**src/rtl/jddm_pkg.sv**
```systemverilog
`default_nettype none
package jddm_pkg;

  // Fixed-point format of sticks and powers
  localparam int FRAC_BITS = 14;
  localparam int ONE       = 1 << FRAC_BITS;
  localparam int TWO_ONE   = 2 * ONE;
  localparam int R165      = (165 * ONE + 50) / 100;
  localparam int R15       = (3 * ONE) / 2;
  localparam int DIV_W     = 30;
  localparam int DEN_W     = 19;

  // Reciprocal of five: exact floor(n/5) for n below 2^22
  localparam int RECIP5    = 838861;
  localparam int RECIP5_SH = 22;

  // Configuration register indexes
  localparam logic [2:0] REG_DEAD_ZONE = 3'd0;
  localparam logic [2:0] REG_MAX_POWER = 3'd1;
  localparam logic [2:0] REG_IDLE_TO   = 3'd2;
  localparam logic [2:0] REG_BONUS_LF  = 3'd3;
  localparam logic [2:0] REG_BONUS_LR  = 3'd4;
  localparam logic [2:0] REG_BONUS_RF  = 3'd5;
  localparam logic [2:0] REG_BONUS_RR  = 3'd6;

  // Bridge direction codes
  localparam logic [1:0] DIR_STOP = 2'd0;
  localparam logic [1:0] DIR_FWD  = 2'd1;
  localparam logic [1:0] DIR_REV  = 2'd2;

  typedef struct packed {
    logic [14:0] dead_zone;
    logic [14:0] max_power;
    logic [15:0] idle_timeout_ms;
    logic [7:0]  bonus_left_forward;
    logic [7:0]  bonus_left_reverse;
    logic [7:0]  bonus_right_forward;
    logic [7:0]  bonus_right_reverse;
  } cfg_t;

  typedef struct packed {
    logic signed [15:0] target_turn;
    logic signed [15:0] target_throttle;
  } q_entry_t;

  typedef struct packed {
    logic               start;
    logic [DIV_W-1:0]   dividend;
    logic [DEN_W-1:0]   divisor;
  } div_req_t;

  typedef struct packed {
    logic               done;
    logic [DIV_W-1:0]   quotient;
  } div_rsp_t;

  typedef enum logic [3:0] {
    BS_IDLE, BS_STEP, BS_STEP_WAIT, BS_EASE, BS_MUL1, BS_DIV1, BS_DIV1_WAIT,
    BS_MUL2, BS_MUL3, BS_SCALE, BS_RECIP, BS_SUM, BS_OUT
  } back_state_t;

endpackage
`default_nettype wire

```
**src/rtl/jddm_ifs.sv**
```systemverilog
`default_nettype none
interface jddm_in_if;
  logic               valid;
  logic               ready;
  logic signed [15:0] stick_x;
  logic signed [15:0] stick_y;
  logic [31:0]        now_ms;
  modport source (output valid, stick_x, stick_y, now_ms, input ready);
  modport sink (input valid, stick_x, stick_y, now_ms, output ready);
endinterface

interface jddm_out_if;
  logic               valid;
  logic               ready;
  logic signed [15:0] left_power;
  logic signed [15:0] right_power;
  logic [1:0]         left_direction;
  logic [7:0]         left_duty;
  logic [1:0]         right_direction;
  logic [7:0]         right_duty;
  modport source (output valid, left_power, right_power, left_direction, left_duty,
                  right_direction, right_duty, input ready);
  modport sink (input valid, left_power, right_power, left_direction, left_duty,
                right_direction, right_duty, output ready);
endinterface
`default_nettype wire

```
**src/rtl/jddm_div.sv**
```systemverilog
`default_nettype none
module jddm_div
  import jddm_pkg::*;
(
  input  wire logic clk,
  input  wire logic rst_n,
  input  wire div_req_t req,
  output div_rsp_t  rsp
);

  logic             busy_r;
  logic             done_r;
  logic [4:0]       cnt_r;
  logic [DEN_W-1:0] rem_r;
  logic [DEN_W-1:0] den_r;
  logic [DIV_W-1:0] quo_r;
  logic [DEN_W:0]   trial;
  logic [DEN_W:0]   diff;
  logic             qbit;
  logic [DEN_W-1:0] rem_nxt;

  // One restoring step: shift in the next dividend bit, subtract if it fits
  always_comb begin
    trial   = {rem_r, quo_r[DIV_W-1]};
    diff    = trial - {1'b0, den_r};
    qbit    = (trial >= {1'b0, den_r});
    rem_nxt = qbit ? diff[DEN_W-1:0] : trial[DEN_W-1:0];
  end

  always_ff @(posedge clk) begin
    if (!rst_n) begin
      busy_r <= 1'b0;
      done_r <= 1'b0;
      cnt_r  <= '0;
    end else begin
      done_r <= 1'b0;
      if (req.start) begin
        busy_r <= 1'b1;
        cnt_r  <= '0;
        rem_r  <= '0;
        quo_r  <= req.dividend;
        den_r  <= req.divisor;
      end else if (busy_r) begin
        rem_r <= rem_nxt;
        quo_r <= {quo_r[DIV_W-2:0], qbit};
        cnt_r <= cnt_r + 5'd1;
        if (cnt_r == 5'(DIV_W - 1)) begin
          busy_r <= 1'b0;
          done_r <= 1'b1;
        end
      end
    end
  end

  assign rsp.done     = done_r;
  assign rsp.quotient = quo_r;

endmodule
`default_nettype wire

```
**src/rtl/jddm_front.sv**
```systemverilog
`default_nettype none
module jddm_front
  import jddm_pkg::*;
(
  input  wire logic  clk,
  input  wire logic  rst_n,
  input  wire cfg_t  cfg,
  jddm_in_if.sink    in_ch,
  input  wire logic  q_full,
  output logic       q_push,
  output q_entry_t   q_data
);

  logic signed [15:0] turn_r, throttle_r;
  logic [31:0]        last_r;
  logic signed [16:0] sx, sy, dz;
  logic               act_x, act_y, idle;
  logic [31:0]        last_nxt, elapsed;
  logic signed [15:0] turn_nxt, throttle_nxt;

  assign in_ch.ready = !q_full;
  assign q_push      = in_ch.valid && !q_full;

  // Classify the sample against the dead zone and the idle timeout
  always_comb begin
    sx    = {in_ch.stick_x[15], in_ch.stick_x};
    sy    = {in_ch.stick_y[15], in_ch.stick_y};
    dz    = {2'b00, cfg.dead_zone};
    act_y = (sy > dz) || (sy < -dz);
    act_x = (sx > dz) || (sx < -dz);
    turn_nxt     = (act_y || act_x) ? in_ch.stick_x : turn_r;
    throttle_nxt = act_y ? in_ch.stick_y : throttle_r;
    last_nxt     = (act_y || act_x) ? in_ch.now_ms : last_r;
    elapsed      = in_ch.now_ms - last_nxt;
    idle         = elapsed > {16'd0, cfg.idle_timeout_ms};
    if (idle) begin
      turn_nxt     = '0;
      throttle_nxt = '0;
    end
    q_data.target_turn     = turn_nxt;
    q_data.target_throttle = throttle_nxt;
  end

  // Hold targets between beats
  always_ff @(posedge clk) begin
    if (!rst_n) begin
      turn_r     <= '0;
      throttle_r <= '0;
      last_r     <= '0;
    end else if (q_push) begin
      turn_r     <= turn_nxt;
      throttle_r <= throttle_nxt;
      last_r     <= last_nxt;
    end
  end

endmodule
`default_nettype wire

```
**src/rtl/jddm_queue.sv**
```systemverilog
`default_nettype none
module jddm_queue
  import jddm_pkg::*;
(
  input  wire logic     clk,
  input  wire logic     rst_n,
  input  wire logic     push,
  input  wire q_entry_t push_data,
  output logic          full,
  input  wire logic     pop,
  output logic          not_empty,
  output q_entry_t      pop_data
);

  q_entry_t   mem_r [2];
  logic       wptr_r, rptr_r;
  logic [1:0] cnt_r;

  assign full      = (cnt_r == 2'd2);
  assign not_empty = (cnt_r != 2'd0);
  assign pop_data  = mem_r[rptr_r];

  always_ff @(posedge clk) begin
    if (push) mem_r[wptr_r] <= push_data;
  end

  // Advance pointers and occupancy
  always_ff @(posedge clk) begin
    if (!rst_n) begin
      wptr_r <= 1'b0;
      rptr_r <= 1'b0;
      cnt_r  <= '0;
    end else begin
      if (push) wptr_r <= !wptr_r;
      if (pop)  rptr_r <= !rptr_r;
      cnt_r <= cnt_r + {1'b0, push} - {1'b0, pop};
    end
  end

endmodule
`default_nettype wire

```
**src/rtl/jddm_back.sv**
```systemverilog
`default_nettype none
module jddm_back
  import jddm_pkg::*;
(
  input  wire logic     clk,
  input  wire logic     rst_n,
  input  wire cfg_t     cfg,
  input  wire logic     q_not_empty,
  input  wire q_entry_t q_data,
  output logic          q_pop,
  jddm_out_if.source    out_ch
);

  back_state_t        state_r, state_nxt;
  logic signed [15:0] tt_r, tg_r, e_r;
  logic               wheel_r, xneg_r, psign_r;
  logic [29:0]        prod1_r;
  logic [16:0]        q1_r;
  logic signed [31:0] a_r;
  logic signed [48:0] p_r;
  logic [17:0]        n_r;
  logic [15:0]        t2_r;
  logic signed [15:0] lp_r, rp_r;
  logic               out_valid_r;
  logic               out_load;
  div_req_t           dreq;
  div_rsp_t           drsp;

  logic signed [16:0] x;
  logic signed [17:0] y18, om;
  logic signed [17:0] den18;
  logic signed [32:0] prod1_full;
  logic signed [33:0] a_full;
  logic signed [48:0] p_full, p_abs;
  logic [37:0]        n_prod;
  logic [16:0]        e_abs2;
  logic [18:0]        step_den;
  logic signed [16:0] delta, step;
  logic signed [15:0] e_nxt;
  logic signed [19:0] z, y20, q1s, t2s, one20, m20;
  logic [1:0]         ldir, rdir;
  logic [7:0]         lduty, rduty;

  jddm_div u_div (.clk(clk), .rst_n(rst_n), .req(dreq), .rsp(drsp));

  // Per-wheel operands
  always_comb begin
    x          = wheel_r ? {tt_r[15], tt_r} : -{tt_r[15], tt_r};
    y18        = {{2{e_r[15]}}, e_r};
    if (!e_r[15]) begin
      den18 = y18 + (wheel_r ? 18'(R165) : 18'(TWO_ONE));
      om    = 18'(ONE) - y18;
    end else begin
      den18 = (wheel_r ? 18'(R15) : 18'(TWO_ONE)) - y18;
      om    = 18'(ONE) + y18;
    end
    prod1_full = x * $signed({1'b0, cfg.max_power});
    a_full     = $signed({1'b0, cfg.max_power}) * om;
    p_full     = a_r * x;
    p_abs      = p_r[48] ? -p_r : p_r;
    n_prod     = {20'd0, n_r} * {18'd0, 20'(RECIP5)};
  end

  // Easing step
  always_comb begin
    e_abs2   = e_r[15] ? 17'(-{e_r[15], e_r}) : {1'b0, e_r};
    e_abs2   = e_abs2 << 1;
    step_den = 19'(ONE) + {2'b00, e_abs2};
    step_den = (step_den << 2) + step_den;
    step     = $signed({1'b0, drsp.quotient[15:0]});
    delta    = {tg_r[15], tg_r} - {e_r[15], e_r};
    if (delta > step)       e_nxt = 16'(e_r + step);
    else if (delta < -step) e_nxt = 16'(e_r - step);
    else                    e_nxt = tg_r;
  end

  // Combine terms and clamp
  always_comb begin
    one20 = 20'(ONE);
    m20   = {5'b0, cfg.max_power};
    y20   = {{4{e_r[15]}}, e_r};
    q1s   = {3'b0, q1_r};
    t2s   = psign_r ? -{4'b0, t2_r} : {4'b0, t2_r};
    if (xneg_r)       z = y20;
    else if (!e_r[15]) z = y20 - q1s + t2s;
    else              z = y20 + q1s - t2s;
    if (z > one20)  z = one20;
    if (z < -one20) z = -one20;
    if (z > m20)    z = m20;
    if (z < -m20)   z = -m20;
  end

  function automatic logic [9:0] drive(input logic signed [15:0] p, input logic [14:0] dzv,
                                       input logic [7:0] bf, input logic [7:0] br);
    logic signed [16:0] p17, dz17, mag;
    logic [22:0]        scaled;
    logic [9:0]         d;
    logic [1:0]         dir;
    p17  = {p[15], p};
    dz17 = {2'b00, dzv};
    mag  = '0;
    dir  = DIR_STOP;
    d    = '0;
    if (p17 > dz17) begin
      dir = DIR_FWD;
      mag = p17;
    end else if (p17 < -dz17) begin
      dir = DIR_REV;
      mag = -p17;
    end
    scaled = ({8'd0, mag[14:0]} << 8) - {8'd0, mag[14:0]};
    d = {1'b0, scaled[22:FRAC_BITS]} + ((dir == DIR_FWD) ? {2'b0, bf} : {2'b0, br});
    if (d > 10'd255) d = 10'd255;
    if (dir == DIR_STOP) d = '0;
    return {dir, d[7:0]};
  endfunction

  always_comb begin
    {ldir, lduty} = drive(lp_r, cfg.dead_zone, cfg.bonus_left_forward,
                          cfg.bonus_left_reverse);
    {rdir, rduty} = drive(rp_r, cfg.dead_zone, cfg.bonus_right_forward,
                          cfg.bonus_right_reverse);
  end

  // Next state
  always_comb begin
    state_nxt = state_r;
    unique case (state_r)
      BS_IDLE:      if (q_not_empty) state_nxt = BS_STEP;
      BS_STEP:      state_nxt = BS_STEP_WAIT;
      BS_STEP_WAIT: if (drsp.done) state_nxt = BS_EASE;
      BS_EASE:      state_nxt = BS_MUL1;
      BS_MUL1:      state_nxt = x[16] ? BS_SUM : BS_DIV1;
      BS_DIV1:      state_nxt = BS_DIV1_WAIT;
      BS_DIV1_WAIT: if (drsp.done) state_nxt = BS_MUL2;
      BS_MUL2:      state_nxt = BS_MUL3;
      BS_MUL3:      state_nxt = BS_SCALE;
      BS_SCALE:     state_nxt = BS_RECIP;
      BS_RECIP:     state_nxt = BS_SUM;
      BS_SUM:       state_nxt = wheel_r ? BS_OUT : BS_MUL1;
      BS_OUT:       if (out_load) state_nxt = BS_IDLE;
      default:      state_nxt = BS_IDLE;
    endcase
  end

  // Control outputs
  always_comb begin
    q_pop         = (state_r == BS_IDLE) && q_not_empty;
    out_load      = (state_r == BS_OUT) && (!out_valid_r || out_ch.ready);
    dreq.start    = 1'b0;
    dreq.dividend = '0;
    dreq.divisor  = '0;
    unique case (state_r)
      BS_STEP: begin
        dreq.start    = 1'b1;
        dreq.dividend = 30'(ONE * ONE);
        dreq.divisor  = step_den;
      end
      BS_DIV1: begin
        dreq.start    = 1'b1;
        dreq.dividend = prod1_r;
        dreq.divisor  = {1'b0, den18[17:0]};
      end
      default: ;
    endcase
  end

  always_ff @(posedge clk) begin
    if (!rst_n) state_r <= BS_IDLE;
    else        state_r <= state_nxt;
  end

  // Eased throttle
  always_ff @(posedge clk) begin
    if (!rst_n)                  e_r <= '0;
    else if (state_r == BS_EASE) e_r <= e_nxt;
  end

  // Datapath registers
  always_ff @(posedge clk) begin
    unique case (state_r)
      BS_IDLE: begin
        tt_r    <= q_data.target_turn;
        tg_r    <= q_data.target_throttle;
        wheel_r <= 1'b0;
      end
      BS_MUL1: begin
        xneg_r  <= x[16];
        prod1_r <= prod1_full[29:0];
      end
      BS_DIV1_WAIT: if (drsp.done) q1_r <= drsp.quotient[16:0];
      BS_MUL2: a_r <= a_full[31:0];
      BS_MUL3: p_r <= p_full;
      // Take 2|p| / 2^28, then divide by five through the reciprocal
      BS_SCALE: begin
        psign_r <= p_r[48];
        n_r     <= 18'(p_abs >>> (2 * FRAC_BITS - 1));
      end
      BS_RECIP: t2_r <= n_prod[RECIP5_SH+15:RECIP5_SH];
      BS_SUM: begin
        if (wheel_r) rp_r <= z[15:0];
        else         lp_r <= z[15:0];
        wheel_r <= 1'b1;
      end
      default: ;
    endcase
  end

  // Result register
  always_ff @(posedge clk) begin
    if (!rst_n) begin
      out_valid_r <= 1'b0;
    end else if (out_load) begin
      out_valid_r            <= 1'b1;
      out_ch.left_power      <= lp_r;
      out_ch.right_power     <= rp_r;
      out_ch.left_direction  <= ldir;
      out_ch.left_duty       <= lduty;
      out_ch.right_direction <= rdir;
      out_ch.right_duty      <= rduty;
    end else if (out_ch.ready) begin
      out_valid_r <= 1'b0;
    end
  end

  assign out_ch.valid = out_valid_r;

endmodule
`default_nettype wire

```
**src/rtl/joystick_differential_drive_mixer.sv**
```systemverilog
`default_nettype none
// Joystick differential-drive mixer. Each input beat (stick_x turn, stick_y
// throttle in Q2.14, now_ms timestamp) yields one result beat with left and
// right wheel power, bridge direction and 8-bit duty. A front stage applies
// the dead zone and idle timeout at once and queues the targets (two deep);
// a back sequencer eases the throttle and mixes both wheels. The back runs
// its variable divisions through one shared 30-step radix-2 divider and
// divides by five with a reciprocal multiply. An item needs one division
// for the easing step plus one per wheel whose turn term is non-negative.
// Configuration writes (cfg_we, cfg_index, cfg_wdata) are taken any cycle
// and belong in idle periods.
module joystick_differential_drive_mixer
  import jddm_pkg::*;
(
  input  wire logic        clk,
  input  wire logic        rst_n,
  jddm_in_if.sink          in_ch,
  jddm_out_if.source       out_ch,
  input  wire logic        cfg_we,
  input  wire logic [2:0]  cfg_index,
  input  wire logic [15:0] cfg_wdata
);

  cfg_t     cfg_r;
  logic     q_full, q_push, q_pop, q_not_empty;
  q_entry_t q_in, q_out;

  // Configuration registers
  always_ff @(posedge clk) begin
    if (!rst_n) begin
      cfg_r.dead_zone           <= 15'd1638;
      cfg_r.max_power           <= 15'(ONE);
      cfg_r.idle_timeout_ms     <= 16'd500;
      cfg_r.bonus_left_forward  <= '0;
      cfg_r.bonus_left_reverse  <= '0;
      cfg_r.bonus_right_forward <= '0;
      cfg_r.bonus_right_reverse <= '0;
    end else if (cfg_we) begin
      unique case (cfg_index)
        REG_DEAD_ZONE: cfg_r.dead_zone           <= cfg_wdata[14:0];
        REG_MAX_POWER: cfg_r.max_power           <= cfg_wdata[14:0];
        REG_IDLE_TO:   cfg_r.idle_timeout_ms     <= cfg_wdata;
        REG_BONUS_LF:  cfg_r.bonus_left_forward  <= cfg_wdata[7:0];
        REG_BONUS_LR:  cfg_r.bonus_left_reverse  <= cfg_wdata[7:0];
        REG_BONUS_RF:  cfg_r.bonus_right_forward <= cfg_wdata[7:0];
        REG_BONUS_RR:  cfg_r.bonus_right_reverse <= cfg_wdata[7:0];
        default: ;
      endcase
    end
  end

  jddm_front u_front (
    .clk(clk), .rst_n(rst_n), .cfg(cfg_r), .in_ch(in_ch),
    .q_full(q_full), .q_push(q_push), .q_data(q_in)
  );

  jddm_queue u_queue (
    .clk(clk), .rst_n(rst_n), .push(q_push), .push_data(q_in), .full(q_full),
    .pop(q_pop), .not_empty(q_not_empty), .pop_data(q_out)
  );

  jddm_back u_back (
    .clk(clk), .rst_n(rst_n), .cfg(cfg_r), .q_not_empty(q_not_empty),
    .q_data(q_out), .q_pop(q_pop), .out_ch(out_ch)
  );

endmodule
`default_nettype wire

```
**src/flat_wrapper.sv**
```systemverilog
// flat-port wrapper written by rule: the top's interface ports become plain ports
module joystick_differential_drive_mixer_flat import jddm_pkg::*;
  (clk, rst_n, cfg_we, cfg_index, cfg_wdata, in_ch_valid, in_ch_stick_x, in_ch_stick_y, in_ch_now_ms, in_ch_ready, out_ch_valid, out_ch_left_power, out_ch_right_power, out_ch_left_direction, out_ch_left_duty, out_ch_right_direction, out_ch_right_duty, out_ch_ready);
  jddm_in_if in_ch_i ();
  jddm_out_if out_ch_i ();
  input  wire logic clk;
  input  wire logic rst_n;
  input  wire logic cfg_we;
  input  wire logic [2:0] cfg_index;
  input  wire logic [15:0] cfg_wdata;
  input wire logic [$bits(in_ch_i.valid)-1:0] in_ch_valid;
  input wire logic [$bits(in_ch_i.stick_x)-1:0] in_ch_stick_x;
  input wire logic [$bits(in_ch_i.stick_y)-1:0] in_ch_stick_y;
  input wire logic [$bits(in_ch_i.now_ms)-1:0] in_ch_now_ms;
  output wire logic [$bits(in_ch_i.ready)-1:0] in_ch_ready;
  output wire logic [$bits(out_ch_i.valid)-1:0] out_ch_valid;
  output wire logic [$bits(out_ch_i.left_power)-1:0] out_ch_left_power;
  output wire logic [$bits(out_ch_i.right_power)-1:0] out_ch_right_power;
  output wire logic [$bits(out_ch_i.left_direction)-1:0] out_ch_left_direction;
  output wire logic [$bits(out_ch_i.left_duty)-1:0] out_ch_left_duty;
  output wire logic [$bits(out_ch_i.right_direction)-1:0] out_ch_right_direction;
  output wire logic [$bits(out_ch_i.right_duty)-1:0] out_ch_right_duty;
  input wire logic [$bits(out_ch_i.ready)-1:0] out_ch_ready;
  assign in_ch_i.valid = in_ch_valid;
  assign in_ch_i.stick_x = in_ch_stick_x;
  assign in_ch_i.stick_y = in_ch_stick_y;
  assign in_ch_i.now_ms = in_ch_now_ms;
  assign in_ch_ready = in_ch_i.ready;
  assign out_ch_valid = out_ch_i.valid;
  assign out_ch_left_power = out_ch_i.left_power;
  assign out_ch_right_power = out_ch_i.right_power;
  assign out_ch_left_direction = out_ch_i.left_direction;
  assign out_ch_left_duty = out_ch_i.left_duty;
  assign out_ch_right_direction = out_ch_i.right_direction;
  assign out_ch_right_duty = out_ch_i.right_duty;
  assign out_ch_i.ready = out_ch_ready;
  joystick_differential_drive_mixer u_core (.clk(clk), .rst_n(rst_n), .in_ch(in_ch_i), .out_ch(out_ch_i), .cfg_we(cfg_we), .cfg_index(cfg_index), .cfg_wdata(cfg_wdata));
endmodule
```
**config.mk**
```make
export PLATFORM = sky130hd
export DESIGN_NAME = joystick_differential_drive_mixer_flat
export DESIGN_NICKNAME = d
export VERILOG_FILES = /design/src/rtl/jddm_pkg.sv /design/src/rtl/jddm_ifs.sv /design/src/rtl/jddm_div.sv /design/src/rtl/jddm_front.sv /design/src/rtl/jddm_queue.sv /design/src/rtl/jddm_back.sv /design/src/rtl/joystick_differential_drive_mixer.sv /design/src/flat_wrapper.sv
export SDC_FILE = /design/constraint.sdc
export NUM_CORES = 2
export LEC_CHECK = 0
export ABC_AREA = 1
export BUFFER_PORTS_ARGS = -buffer_cell sky130_fd_sc_hd__buf_2
export CORE_MARGIN = 2
export CORE_UTILIZATION = 55
export CTS_BUF_LIST = sky130_fd_sc_hd__clkbuf_4
export DETAILED_ROUTE_END_ITERATION = 6
export GPL_TIMING_DRIVEN = 0
export PLACE_DENSITY_LB_ADDON = 0.15
export SYNTH_ARGS = -nofsm -noshare
export SYNTH_HDL_FRONTEND = slang
export SYNTH_SLANG_ARGS = --single-unit
```
**constraint.sdc**
```tcl
create_clock -name clk -period 14.3 [get_ports clk]
set_input_delay 0.715 -clock clk [delete_from_list [all_inputs] [get_ports clk]]
set_output_delay 0.715 -clock clk [all_outputs]
set_load 0.05 [all_outputs]
```
## Word-level counts from Yosys, hierarchy flattened

Memory sizes are Yosys's and may differ from the RTL's. A register that Yosys moved wholly into a read port is not among the register bits.
Cells that the tools add are included.
Widths: inputs -> output; s select.

- Magnitude comparators: 18
- Eq/ne operators: 26
- Reductions and logical operators: 35
- Multiply operators: 4
- $add $sub $neg: 31
- Multiplexer cells: 54
- Bitwise operators: 3

Operator list:

| operator | count |
|---|---|
| $mux 16 | 10 |
| $mux 20 | 6 |
| $pmux 50 s2 | 1 |
| $lt 16x17->1 | 4 |
| $gt 16x16->1 | 4 |
| $mux 15 | 4 |
| $mux 30 | 2 |
| $pmux 4 s13 | 1 |
| $mul 32x17->49 | 1 |
| $sub 23x15->23 | 2 |
| $mux 45 | 1 |
| $neg 45->45 | 1 |
| $mul 18x20->38 const B | 1 |
| $mux 19 | 2 |
| $mux 18 | 2 |
| $gt 32x16->1 | 1 |
| $mul 16x18->32 | 1 |
| $mux 32 | 1 |
| $mux 8 | 4 |
| $sub 32x32->32 | 1 |
| $mul 17x16->30 | 1 |
| $neg 15->15 | 2 |
| $reduce_and 2->1 | 13 |
| $mux 4 | 6 |
| 59 further kinds | 99 |

- Memories kept: 1
- Input port bits: 88
- Output and inout bits: 54
- Memory bits (writable): 64
- Word-level logic and storage cells: 211
- Flip-flop bits (word level): 491

Memories:

| memory | depth | width | rd ports | clocked after Yosys merged registers in | wr ports | RTL line | source |
|---|---|---|---|---|---|---|---|
| u_core.u_queue.mem_r | 2 | 32 | 1 | 1 | 1 | jddm_queue.sv:15 | `q_entry_t mem_r [2];` |

## Longest topological paths before layout

- Depth after elaboration: 13
- Gate-level depth with buffers: 64
- Mapped depth without buffers: 62

## By module

A second synthesis with hierarchy kept.

- Cell total of the unflattened synthesis: 10421
- Area total of the unflattened synthesis: 84498.5 um^2

By module, submodules not included:

| module | cells an instance | instances | seq. area each (um^2) | area an instance (um^2) |
|---|---|---|---|---|
| jddm_back | 7982 | 1 | 8768.4 | 66063.4 |
| jddm_front | 1334 | 1 | 1281.2 | 8326.7 |
| jddm_div | 531 | 1 | 2182.1 | 4327.9 |
| joystick_differential_drive_mixer | 441 | 1 | 1561.5 | 3089.2 |
| jddm_queue | 133 | 1 | 2021.9 | 2691.3 |

## Least setup slack after synthesis

OpenSTA, ideal clock, no wires.

- Path kind: flip-flop to flip-flop
- Start point: reg u_core.u_back.e_r[15]
- End point: reg u_core.u_back.lp_r[5] (data pin)
- Stages on the path, launching flop included: 52
- Setup time: 0.256 ns
- Path buffers: 5
- Arrival: 8.747 ns
- Clock period less this slack: 9.004 ns
- Setup slack: 5.296 ns
- Data required time: 14.044 ns
- Cells stage by stage: dfxtp_1 > inv_2 > clkbuf_1 > buf_1 > buf_1 > fa_1 > inv_1 > ha_1 > a21oi_1 > o21ai_0 > a21oi_1 > nand2_1 > nor2_1 > nand2_1 > nand2_1 > nand2_1 > nand2_1 > nand2_1 > (+16 left out) > nor3_1 > nor2_1 > nand3_1 > nand3_2 > clkbuf_1 > nand2_1 > o21ai_0 > ha_1 > a21oi_1 > nor2_1 > a211oi_1 > o221a_2 > nor2_1 > a2111oi_0 > nand3_4 > buf_2 > nand3_1 > nand2_1

- Word-level cells in the longest chain between the ends: 12
- Elaborated cells on any way between the ends: 14
- Those cells by class: add/sub: 4; order compare: 4; mux: 6

RTL lines:

| item | RTL line | source |
|---|---|---|
| start: declaration | jddm_back.sv:15 | `logic signed [15:0] tt_r, tg_r, e_r;` |
| start signal: assignment | jddm_back.sv:176 | `else if (state_r == BS_EASE) e_r <= e_nxt;` |
| $sub 16x18->19 / $add 16x18->19 (equally long branches) | jddm_back.sv:85, jddm_back.sv:86 |  |
| $add 19x20->20 / $sub 19x20->20 (equally long branches) | jddm_back.sv:85, jddm_back.sv:86 |  |
| $mux 20 | jddm_back.sv:85 | `else if (!e_r[15]) z = y20 - q1s + t2s;` |
| $mux 20 (*) | jddm_back.sv:84 | `if (xneg_r) z = y20;` |
| $gt 20x16->1 | jddm_back.sv:87 | `if (z > one20) z = one20;` |
| $mux 20 (*) | jddm_back.sv:87 |  |
| $lt 20x15->1 | jddm_back.sv:88 | `if (z < -one20) z = -one20;` |
| $mux 20 (*) | jddm_back.sv:88 |  |
| $gt 20x16->1 | jddm_back.sv:89 | `if (z > m20) z = m20;` |
| $mux 20 (*) | jddm_back.sv:89 |  |
| $lt 20x20->1 | jddm_back.sv:90 | `if (z < -m20) z = -m20;` |
| $mux 16 (*) | jddm_back.sv:90 |  |
| named net u_core.u_back.z[5] | jddm_back.sv:40 | `logic signed [19:0] z, y20, q1s, t2s, one20, m20;` |
| end signal: assignment | jddm_back.sv:202 | `else lp_r <= z[15:0];` |
| end: declaration | jddm_back.sv:23 | `logic signed [15:0] lp_r, rp_r;` |

Mark *: on every way through the listed nets, which the timed path passes. The rest lies on a longest branch.
A chain may end at the register's enable or synchronous reset.

## Worst setup path in the final report

- Start point: reg u_core.u_back.e_r[15]
- End point: reg u_core.u_back.lp_r[14] (data pin)

Same word-level chain as after synthesis.

==> impl_metrics.json <==
{
  "status": "finished with violations",
  "violations": "design-rule violations",
  "synth_area_um2": 80800,
  "grt_usage": 0.366,
  "overflow": 0,
  "drt.antenna.violating_nets": 0,
  "cts_tree": "built",
  "nFillCells": 13200,
  "ys_ff_latch": 584,
  "cpMostUsedCell": "nand2_1",
  "syn_inst": 9604,
  "synth_top_area_share": 0.284,
  "cts_buffers": 158,
  "crit_path_start_kind": "register",
  "drc": 4,
  "first_global_vias": 69000,
  "cp.required_ns": 15.11,
  "initial_core_util": 0.554,
  "postCtsHoldBufs": 66,
  "portBuffers": 140,
  "die_h_um": 387,
  "cts_root_buffer": "clkbuf_4",
  "wl_per_cell_um": 22.4,
  "synth_top_area_cell": "fa_1",
  "first_pass_iters": 7,
  "post-cts-setup-buffer-count": 0,
  "ys_types": 74,
  "antenna_found_initial": 19,
  "critPathCaptureType": "register",
  "fin_setup_tns_ns": 0,
  "syn_avg_cell_area_um2": 8.41,
  "clk_path_buf_depth": 3,
  "drv_slew": 0,
  "cts_max_level": 4,
  "dpl.hpwl_um": 224000,
  "synth_edf_count": 410,
  "routed_wl_um": 270000,
  "tightest_slew_ns": 1.39,
  "hold_viol_final": 0,
  "cap_violations": 0,
  "initialDrtViolationCount": 5911,
  "synthFlopType": "edfxtp_1",
  "routabilityCongestion": 1.02,
  "layout.nets": 12000,
  "fmax_mhz": 82.8,
  "hold_path_class": "in -> reg",
  "yosysWarnings": 0,
  "ys_seq_area_frac": 0.195,
  "fp.dieArea_um2": 150000,
  "grt_pass1_wl_um": 414000,
  "post_cts_resized": 0,
  "clock_latency_ns": 1.18,
  "rsz0062_at_grt": "false",
  "synthTopCellsByArea": "fa_1, edfxtp_1, ha_1",
  "rows": 140,
  "synthToLayoutAreaGrowth_pct": 7.78,
  "cts.sinks": 584,
  "worst_path_max_delay_cell": "a2111oi_0",
  "period_share": 0.845,
  "arrival_ns": 12.89,
  "layout_commonest_cell": "inv_1",
  "fin_util": 0.598,
  "ys_async_sr_fraction": 0,
  "drive_above_1_share": 0.0516,
  "grt_start_max_net_pins": 37,
  "die_x_um": 387,
  "relSlewSlack": 0.0682,
  "crit_fanout": 18,
  "ios": 142,
  "setup_violations": 0,
  "core-area_um2": 146000,
  "finClkSkew_ns": 0.108,
  "critPathKind": "reg -> reg",
  "via_per_inst": 5.60,
  "route.vias.total": 67500,
  "mostFrequentLayoutCells": "inv_1, nand2_1, fa_1",
  "critical_path.max_stage_delay_ns": 0.89,
  "min_period_ns": 12.08,
  "cts.clk_slew.worst_paths_ns": 0.07,
  "synth_nets": 11700
}
==> final timing paths <==
kind | end | startpoint | depth (start not counted) | slack [ns]
setup / recovery | u_core.u_back.lp_r[14] | u_core.u_back.e_r[15] | 47 | 2.22
setup reg to reg | u_core.u_back.lp_r[14] | u_core.u_back.e_r[15] | 47 | 2.22
hold reg to reg | u_core.u_back.q1_r[16] | u_core.u_back.u_div.quo_r[16] | 0 | 0.45
hold / removal | u_core.u_queue.mem_r[1][30] | in_ch_stick_x[14] | 3 | 0.12
==> layer usage <==
| metal | track usage | up-vias | part of all wire |
|---|---|---|---|
| li1 | - | 30800 | - |
| met1 | 0.480 | 32800 | 0.39 |
| met2 | 0.575 | 3230 | 0.45 |
| met3 | 0.0793 | 703 | 0.10 |
| met4 | 0.182 | 12 | 0.057 |
| met5 | 0 | - | 0.00031 |
==> critical path, delay by kind of cell (launching register included) <==
| kind | cells | cell delay (ns) |
|---|---|---|
| AO/OA/AOI/OAI | 13 | 3.91 |
| adder cells (fa/ha/maj) | 5 | 1.80 |
| flip-flops | 1 | 0.51 |
| AND/OR/NAND/NOR | 20 | 2.51 |
| buffers and inverters | 9 | 3.05 |
==> layout make-up <==
type | count | area [um^2] | share of cell area
multi-input combinational | 6679 | 56300 | 0.646
sequential | 584 | 15800 | 0.181
inverter | 2068 | 7760 | 0.0891
tap | 1917 | 2400 | 0.0275
clock buffer | 229 | 1720 | 0.0197
timing repair buffer | 225 | 1630 | 0.0187
buffer | 273 | 1050 | 0.0121
clock inverter | 63 | 405 | 0.00465
antenna | 15 | 37.5 | 0.000431
==> cells in the mapped netlist (all sizes together) (2+ instances only) <==
cell type and count:
inv 2049, nand2 1751, fa 1148, nor2 985, ha 823, a21oi 469, edfxtp 410, o21ai 322
xor2 250, nand3 249, clkbuf 239, dfxtp 174, xnor2 100, o211ai 80, nor3 73, nand4 64
mux2i 58, o21bai 39, buf 34, o21a 34, or2 28, nor4 25, a211oi 21, a31oi 21
clkinv 19, o31ai 19, nand3b 16, a22o 13, a21o 11, o221ai 8, a21boi 7, o32ai 7
a2111oi 6, a221oi 6, o2111ai 6, o22ai 5, a22oi 4, and2 4, o311ai 4, o41ai 4
o221a 3, and3 2, or3 2
==> kinds of logic (layout without fill, tap and decap cells) <==
kind of cell | count (synthesis) | after routing | share of synthesized area
compound gates | 1096 | 1096 | 0.0785
xor+xnor | 350 | 350 | 0.0379
fa+ha+maj | 1971 | 1971 | 0.412
buf+inv | 2341 | 2858 | 0.109
flops | 584 | 584 | 0.195
mux | 59 | 59 | 0.00732
other cells | 1 | 16 | 0.0000464
simple gates | 3202 | 3202 | 0.160
==> registers in the layout (all words and copies together) (netlist names), 17 cells and up <==
| register | count |
|---|---|
| u_core.cfg_r | 78 |
| u_core.u_back.a_r | 32 |
| u_core.u_back.n_r | 18 |
| u_core.u_back.p_r | 46 |
| u_core.u_back.prod1_r | 30 |
| u_core.u_back.q1_r | 17 |
| u_core.u_back.u_div.den_r | 19 |
| u_core.u_back.u_div.quo_r | 30 |
| u_core.u_back.u_div.rem_r | 19 |
| u_core.u_front.last_r | 32 |
| u_core.u_queue.mem_r | 64 |
==> metrics by stage <==
step / cells / setup WS [ns] / hold slack, ns / area, um^2
floorplan: 9604 / 5.30 / 0.427 / 80800
global placement: 11700 / 2.16 / 0.446 / 83900
detailed placement: 11700 / 1.99 / 0.445 / 84200
CTS: 12000 / 2.05 / 0.000888 / 87000
global route: 12000 / 1.62 / 0.0580 / 87100
finish: 12100 / 2.22 / 0.124 / 87100
Power is not shown: default switching activity piles up to over one toggle a cycle in this logic, so the estimate is an artifact.
